[src/sv/vpp_pkg.sv]
// ----------------------------------------------------------------------------
// vpp_pkg: shared types and constants of the velocity profile planner
// Widths of the fixed-point datapath, arithmetic unit codes, sequencer states.
// ----------------------------------------------------------------------------
package vpp_pkg;

    localparam int SPEED_W = 20;   // Q10.10
    localparam int DIST_W  = 28;   // Q20.8
    localparam int CURV_W  = 20;   // Q4.16
    localparam int ACC_W   = 16;   // Q8.8
    localparam int PPM_W   = 20;   // Q12.8
    localparam int RAD_W   = 50;   // operand width of the shared unit
    localparam int ROOT_W  = 25;   // root of a RAD_W radicand
    localparam int REM_W   = 28;   // partial remainder of the shared unit
    localparam int VSQ_W   = 2 * SPEED_W;
    localparam int AD_W    = ACC_W + DIST_W;
    localparam int CNT_W   = 6;

    localparam logic [SPEED_W-1:0] SPEED_MAX = '1;

    localparam logic [1:0] STAT_OK       = 2'd0;
    localparam logic [1:0] STAT_SHORT    = 2'd1;
    localparam logic [1:0] STAT_OVERFLOW = 2'd2;

    typedef enum logic {
        OP_DIV,
        OP_SQRT
    } arith_op_t;

    typedef struct packed {
        logic      start;
        arith_op_t op;
    } arith_req_t;

    typedef enum logic [2:0] {
        REG_BRAKE_ACCEL,
        REG_LATERAL_ACCEL,
        REG_POWER_PER_MASS,
        REG_INITIAL_SPEED,
        REG_FINAL_SPEED,
        REG_MIN_SPEED,
        REG_SPEED_CAP,
        REG_CURV_THRESH
    } reg_idx_t;

    typedef enum logic [4:0] {
        S_IDLE,
        S_L_CHK,
        S_L_DIV,
        S_L_SQRT,
        S_L_STORE,
        S_L_END,
        S_B_INIT,
        S_B_FIN,
        S_B_RD0,
        S_B_RD1,
        S_B_RD2,
        S_B_MUL,
        S_B_SQST,
        S_B_SQ,
        S_F_INIT,
        S_F_INIT2,
        S_F_RD0,
        S_F_RD1,
        S_F_RD2,
        S_F_DIV,
        S_F_MUL,
        S_F_SQST,
        S_F_SQ,
        S_O_RD,
        S_O_LOAD,
        S_O_WAIT
    } seq_state_t;

    // Clamp a root to the 20-bit speed range
    function automatic logic [SPEED_W-1:0] sat_speed(input logic [ROOT_W-1:0] r);
        logic [SPEED_W-1:0] s;
        s = (r > ROOT_W'(SPEED_MAX)) ? SPEED_MAX : r[SPEED_W-1:0];
        return s;
    endfunction

endpackage

[src/sv/vpp_arith.sv]
// ----------------------------------------------------------------------------
// vpp_arith: shared bit-serial divider and square root unit
// Restoring division (one quotient bit a cycle) or digit-by-digit
// floor square root (one root bit a cycle). done pulses in the cycle
// after the last step, with result valid in that cycle.
// ----------------------------------------------------------------------------
module vpp_arith
    import vpp_pkg::*;
(
    input  logic               clk,
    input  logic               rst_n,
    input  arith_req_t         req,
    input  logic [RAD_W-1:0]   opa,      // dividend or radicand
    input  logic [SPEED_W-1:0] opb,      // divisor
    output logic               done,
    output logic [RAD_W-1:0]   result
);

    logic               busy_reg;
    logic               done_reg;
    arith_op_t          op_reg;
    logic [CNT_W-1:0]   cnt_reg;
    logic [RAD_W-1:0]   num_reg;
    logic [REM_W-1:0]   rem_reg;
    logic [RAD_W-1:0]   res_reg;
    logic [SPEED_W-1:0] den_reg;

    logic [REM_W-1:0]   div_shift;
    logic [REM_W-1:0]   sq_shift;
    logic [REM_W-1:0]   sq_trial;
    logic               div_ge;
    logic               sq_ge;
    logic               last_step;

    // one step of each algorithm
    always_comb
    begin
        div_shift = {rem_reg[REM_W-2:0], num_reg[RAD_W-1]};
        div_ge    = div_shift >= REM_W'(den_reg);
        sq_shift  = {rem_reg[REM_W-3:0], num_reg[RAD_W-1 -: 2]};
        sq_trial  = {res_reg[REM_W-3:0], 2'b01};
        sq_ge     = sq_shift >= sq_trial;
        last_step = (op_reg == OP_DIV) ? (cnt_reg == CNT_W'(RAD_W - 1))
                                       : (cnt_reg == CNT_W'(ROOT_W - 1));
    end

    // control
    always_ff @(posedge clk or negedge rst_n)
    begin
        if (!rst_n)
        begin
            busy_reg <= 1'b0;
            done_reg <= 1'b0;
        end
        else
        begin
            done_reg <= busy_reg && last_step;
            if (req.start)
                busy_reg <= 1'b1;
            else if (busy_reg && last_step)
                busy_reg <= 1'b0;
        end
    end

    // datapath
    always_ff @(posedge clk)
    begin
        if (req.start)
        begin
            op_reg  <= req.op;
            cnt_reg <= '0;
            num_reg <= opa;
            den_reg <= opb;
            rem_reg <= '0;
            res_reg <= '0;
        end
        else if (busy_reg)
        begin
            cnt_reg <= cnt_reg + 1'b1;
            if (op_reg == OP_DIV)
            begin
                num_reg <= {num_reg[RAD_W-2:0], 1'b0};
                rem_reg <= div_ge ? div_shift - REM_W'(den_reg) : div_shift;
                res_reg <= {res_reg[RAD_W-2:0], div_ge};
            end
            else
            begin
                num_reg <= {num_reg[RAD_W-3:0], 2'b00};
                rem_reg <= sq_ge ? sq_shift - sq_trial : sq_shift;
                res_reg <= {res_reg[RAD_W-2:0], sq_ge};
            end
        end
    end

    assign done   = done_reg;
    assign result = res_reg;

endmodule

[config.mk]
export PLATFORM = sky130hd
export DESIGN_NAME = vpp_arith
export DESIGN_NICKNAME = d
export VERILOG_FILES = /design/src/sv/vpp_pkg.sv /design/src/sv/vpp_arith.sv
export SDC_FILE = /design/constraint.sdc
export NUM_CORES = 1
export LEC_CHECK = 0
export ABC_CLOCK_PERIOD_IN_PS = 3600
export BUFFER_PORTS_ARGS = -buffer_cell sky130_fd_sc_hd__clkbuf_2
export CAP_MARGIN = 20
export CELL_PAD_IN_SITES_DETAIL_PLACEMENT = 1
export CELL_PAD_IN_SITES_GLOBAL_PLACEMENT = 1
export CORE_AREA = 2 2 128 179
export DETAILED_ROUTE_END_ITERATION = 12
export DIE_AREA = 0 0 130 181
export PLACE_DENSITY = 0.82
export SLEW_MARGIN = 20
export SYNTH_ARGS = -nofsm -noshare
export SYNTH_HDL_FRONTEND = slang
export SYNTH_SLANG_ARGS = --single-unit
[constraint.sdc]
create_clock -name clk -period 3.6 [get_ports clk]
set_input_delay 0.54 -clock clk [delete_from_list [all_inputs] [get_ports clk]]
set_output_delay 0.54 -clock clk [all_outputs]
set_load 0.1 [all_outputs]
# Word-level counts from Yosys, hierarchy flattened
# Cells that the tools add are included.
# word_totals
reg_bits	156
in_bits	74
out_inout_bits	51
word_cells	28
# op_classes
addsub	3
n_lt_le_gt_ge	2
n_eq_ne	2
muxes	10
reduce_logical	3
# op_table
operator	n
$mux 50	3
$mux 27	3
$ge 28x20->1	1
$ge 28x28->1	1
$sub 27x20->27	1
$sub 27x27->27	1
$add 6x1->6 const B	1
$eq 6x5->1 const B	1
$eq 6x6->1 const B	1
$mux 1	4
$reduce_bool 2->1	2
$logic_and 1x1->1	1

# Depth between registers and ports, before layout
# depth
depth_word	5
ltp_mapped	14
mapped_depth_nobuf	12

# Worst setup path before layout
# Ideal clock, no wire load.
# synth_path
path_type	register -> register
from	reg res_reg[2] (netlist: result[2])
to	reg rem_reg[20]
setup_ns	0.173
arrival_ns	3.221
required_ns	3.427
path_slack_ns	0.205
path_stages_with_launch	14
path_buffers	2
synth_period_minus_slack_ns	3.395
cell_sequence	dfxtp_1 inv_1 ha_1 a21o_1 a21oi_1 a21oi_1 nor3_2 o31ai_1 a211o_1 buf_6 or2_4 buf_6 o221ai_1 o22ai_1
# synth_between
elab_chain_len	3
word_cells_on_any_way	4
classes_between	1 x add/sub; 1 x order compare; 2 x mux
# synth_rtl
element	line_no	rtl
start, declared	vpp_arith.sv:25	logic [RAD_W-1:0] res_reg;
start signal, assigned	vpp_arith.sv:84	res_reg <= {res_reg[RAD_W-2:0], div_ge};
start signal, assigned	vpp_arith.sv:90	res_reg <= {res_reg[RAD_W-2:0], sq_ge};
$sub 27x27->27 or $ge 28x28->1 (tied branches)	vpp_arith.sv:89, vpp_arith.sv:42	
$mux 27 (*)	vpp_arith.sv:89	rem_reg <= sq_ge ? sq_shift - sq_trial : sq_shift;
$mux 27 (*)	vpp_arith.sv:80	if (op_reg == OP_DIV)
end signal, assigned	vpp_arith.sv:83	rem_reg <= div_ge ? div_shift - REM_W'(den_reg) : div_shift;
end signal, assigned	vpp_arith.sv:89	
end, declared	vpp_arith.sv:24	logic [REM_W-1:0] rem_reg;
# Mark *: on every way between the ends. The rest lies on a longest branch, timed or not.
# A chain may end at the register's enable or synchronous reset.

# Worst setup path in the final report
# layout_path
from	reg num_reg[49]
to	reg rem_reg[17]
# layout_between
elab_chain_len	3
word_cells_on_any_way	7
classes_between	2 x add/sub; 2 x order compare; 3 x mux
# layout_rtl
element	line_no	rtl
start, declared	vpp_arith.sv:23	logic [RAD_W-1:0] num_reg;
start signal, assigned	vpp_arith.sv:72	num_reg <= opa;
start signal, assigned	vpp_arith.sv:82	num_reg <= {num_reg[RAD_W-2:0], 1'b0};
start signal, assigned	vpp_arith.sv:88	num_reg <= {num_reg[RAD_W-3:0], 2'b00};
$sub 27x20->27, or another cell as far along	vpp_arith.sv:83	
$mux 27 (on tied branches)	vpp_arith.sv:83, vpp_arith.sv:89	
$mux 27 (*)	vpp_arith.sv:80	
# Marks and branches as above.

==> flow_summary_export.csv <==
group,metric,value,unit
run_status,status,"complete, no violations",
place,dp_hpwl,20300,um
synthesis,synth_ff_type,"dfxtp_1",
synthesis,synthAdderAreaFrac,6.52,%
synthesis,synth_warnings,0,
place,gp_congestion,0.897,
sta,tns,0,ps
power_and_ir_drop,p_leak,0.00520,uW
synthesis,synthMuxAreaShare,12.0,%
routing,drt-wirelength-per-cell,18.7,um
clock_tree,cts_setup_buffers,0,
routing,topRoutingLayerUsed,"met4",
clock_tree,path_clk_slew,70,ps
finish,area_delta_synth_final,15.6,%
synthesis,synth_top_family_by_area,"compound AO/OA/AOI/OAI gates",
setup_path,cp_top_family,"compound AO/OA/AOI/OAI gates",
synthesis,yosys.area_share.simple,13.1,%
setup_path,max_stage_delay,420,ps
place,dp_cells,1431,
place,pre_cts_slack,347,ps
synthesis,synth_top_area_cell,"edfxtp_1",
die,die_width,130,um
setup_path,path_buf_inv,2,
setup_path,critical-path-slowest-cell,"edfxtp_1",
sta,slew_headroom,30.9,%
routing,drc,0,
sta,fin_ws,263,ps
finish,fillCellCount,2530,
routing,met3_length,962,um
place,port_buffers,124,
clock_tree,htree_levels,4,
sta,worstMarginPinSlew,1040,ps
finish,drive_gt1_share,17.0,%
routing,initialDrtViolationCount,287,
synthesis,syn_area_per_cell,9.25,um2
power_and_ir_drop,switching_share,42.5,%
hold_path,hold_class,"in -> reg",
synthesis,yosysTopAreaCellShare,21.9,%
routing,m1WireLength,10600,um
grt,grt-ovfl-total,0,
grt,grt_max_degree,151,
synthesis,syn-cell-area,9720,um2
finish,multi_input_area,5370,um2
synthesis,synth_edf_count,71,
grt,grtUsageTotal,23.8,%
synthesis,ys_types,75,
synthesis,synth-compound-area-share,19.2,%
clock_tree,insertion_delay,440,ps
power_and_ir_drop,pwr-share-clk,21.4,%
routing,via_per_inst,5.66,
die,die_h,181,um
die,core-area,21900,um2
clock_tree,cts_buffers,17,
setup_path,path_max_fanout,22,
routing,drt_wl_total,27400,um
sta,setup_viol,0,
sta,finalCriticalPeriod,3340,ps
sta,finalCritPeriodShare,92.7,%
clock_tree,cts.sinks,156,
finish,n_antenna_cell,0,
routing,dr_total_vias,8290,
setup_path,crit_chain,"inv_1, ha_1, fa_1, nand2b_1, a21o_1, o41ai_2, o21ai_2, and4_1, buf_12, o21ai_0, o211ai_1, a21oi_1",
power_and_ir_drop,combPwrFrac,51.8,%
routing,wl_met2,14300,um
finish,instances_no_fill,1464,
sta,fin_skew,9.65,ps
synthesis,synthXorXnorAreaFrac,4.42,%
synthesis,synth-seq-cells,156,
setup_path,crit_path_end_kind,"flop",
setup_path,cp-start-kind,"flop",
grt,grt_pass1_vias,8648,
power_and_ir_drop,power.internal,5190,uW
sta,hold_violations,0,
die,io-pin-count,125,
synthesis,synth.net_count,1174,
synthesis,synthArstFlopShare,1.28,%
setup_path,crit_type,"reg -> reg",
grt,grt_pass1_wl,43900,um
routing,drtAntennaViolNets,0,
die,initial_core_util,44.4,%
sta,whs,273,ps
sta,drv_slew,0,
clock_tree,cts.path.max_buffers,2,
power_and_ir_drop,sequentialPowerShare,26.8,%
die,row_count,64,
grt,antenna_found_initial,0,
setup_path,crit_required,3970,ps
power_and_ir_drop,power_per_cell_area,804,nW/um2
synthesis,synthCells,1050,
sta,fmax,0.300,GHz
synthesis,synthTopCellsByArea,"edfxtp_1 (22%), dfxtp_1 (17%), mux2i_1 (12%), ha_1 (6.3%), o21ai_0 (4.1%)",
routing,drtPass1Iterations,5,
sta,rsz0062_at_grt,"no",
power_and_ir_drop,p_sw,3840,uW
clock_tree,cts_root_buffer,"clkbuf_16",
clock_tree,cts_tree,"done",
power_and_ir_drop,ir_worst_vdd,0.000433,V
finish,seq_area,3850,um2
power_and_ir_drop,total_power,9030,uW
setup_path,crit_arrival,3710,ps
run,max_cap_violations,0,
synthesis,yosysSeqAreaShare,39.6,%
finish,nets,1278,
die,dieArea,23500,um2
worst register-to-register path: stages, from the launching register on:
cell and delay (ps):
edfxtp_1 420, inv_1 110, ha_1 240, fa_1 410
nand2b_1 170, a21o_1 190, o41ai_2 320, o21ai_2 160
and4_1 340, buf_12 200, o21ai_0 340, o211ai_1 180
a21oi_1 200
final timing paths:
kind	from	endpoint	slack (ps)	cells after the start
max in group asynchronous	rst_n	busy_reg	3060	2
worst max-delay path	num_reg[49]	rem_reg[17]	260	12
min in group asynchronous	rst_n	busy_reg	420	2
worst min-delay path	opb[6]	den_reg[6]	270	1
worst min register to register	result[49]	result[49]	510	2
worst max register to register	num_reg[49]	rem_reg[17]	260	12
power groups by stage:
stage | Clock (uW) | Combinational (uW) | Sequential [uW]
global placement | 0 | 4480 | 2430
CTS | 1980 | 4670 | 2410
detailed placement | 0 | 4610 | 2440
finish | 1930 | 4680 | 2420
floorplan | 0 | 3500 | 2360
global route | 2020 | 5110 | 2430
synthesized netlist by cell type, drive strengths merged (4+ instances only):
library cell / n
nor4: 6
or3: 6
inv: 62
nor2: 102
nand3: 9
nand2b: 4
a32o: 5
a211oi: 18
o22ai: 4
o221ai: 4
nand2: 104
o211ai: 20
ha: 49
edfxtp: 71
nand4: 9
dfxtp: 83
o21a: 9
o21ai: 83
a31oi: 6
xnor2: 27
a21oi: 55
a22o: 11
and2: 7
clkbuf: 32
buf: 24
mux2i: 114
o21bai: 5
a21o: 23
nor3: 13
o31ai: 6
xor2: 22
nor2b: 6
placed cells by master (no fill, tap or decap), types with 7 or more instances in the layout:
master,n
mux2i_1,114
xor2_1,22
ha_1,49
a21oi_1,55
inv_1,60
edfxtp_1,71
xnor2_1,27
nand2_1,102
o21ai_0,80
clkbuf_16,18
nand4_1,9
dfxtp_1,83
nor2_1,102
clkbuf_2,123
buf_4,14
o211ai_1,20
o21a_1,9
a21o_1,23
nor3_1,10
nand3_1,9
a22o_1,11
and2_1,7
a211oi_1,17
cell families (layout without fill, tap and decap cells):
| logic type | count (synthesis) | after routing |
|---|---|---|
| fa+ha+maj | 50 | 50 |
| flops | 156 | 156 |
| xor+xnor | 49 | 49 |
| buf+inv | 118 | 235 |
| mux | 116 | 116 |
| simple gates | 282 | 282 |
| compound gates | 279 | 279 |
final cells by class:
type / count / area share (%)
Clock buffer: 20 / 4.17
Sequential cell: 156 / 34.3
Tap cell: 297 / 3.31
Clock inverter: 12 / 1.39
Inverter: 62 / 2.08
Timing Repair Buffer: 141 / 6.97
Multi-Input combinational cell: 776 / 47.8
layer usage:
metal,vias to the layer above,global-route usage (%)
met5,-,0
met4,0,14.4
met2,221,42.1
met1,3984,25.8
li1,4000,-
met3,85,4.23
what timing repair did:
item,4_1_cts,5_1_grt
hold buffers,1,0
endpoints found under the hold margin,2,0
gates resized for setup,0,0
through the flow:
stage          utilization, %  cell area (um2)
2_1_floorplan               -             9720
3_3_place_gp             48.4            10600
3_5_place_dp             48.4            10600
4_1_cts                  51.4            11200
5_1_grt                  51.4            11200
6_report                 51.4            11200
(Power assumes the default switching activity.)
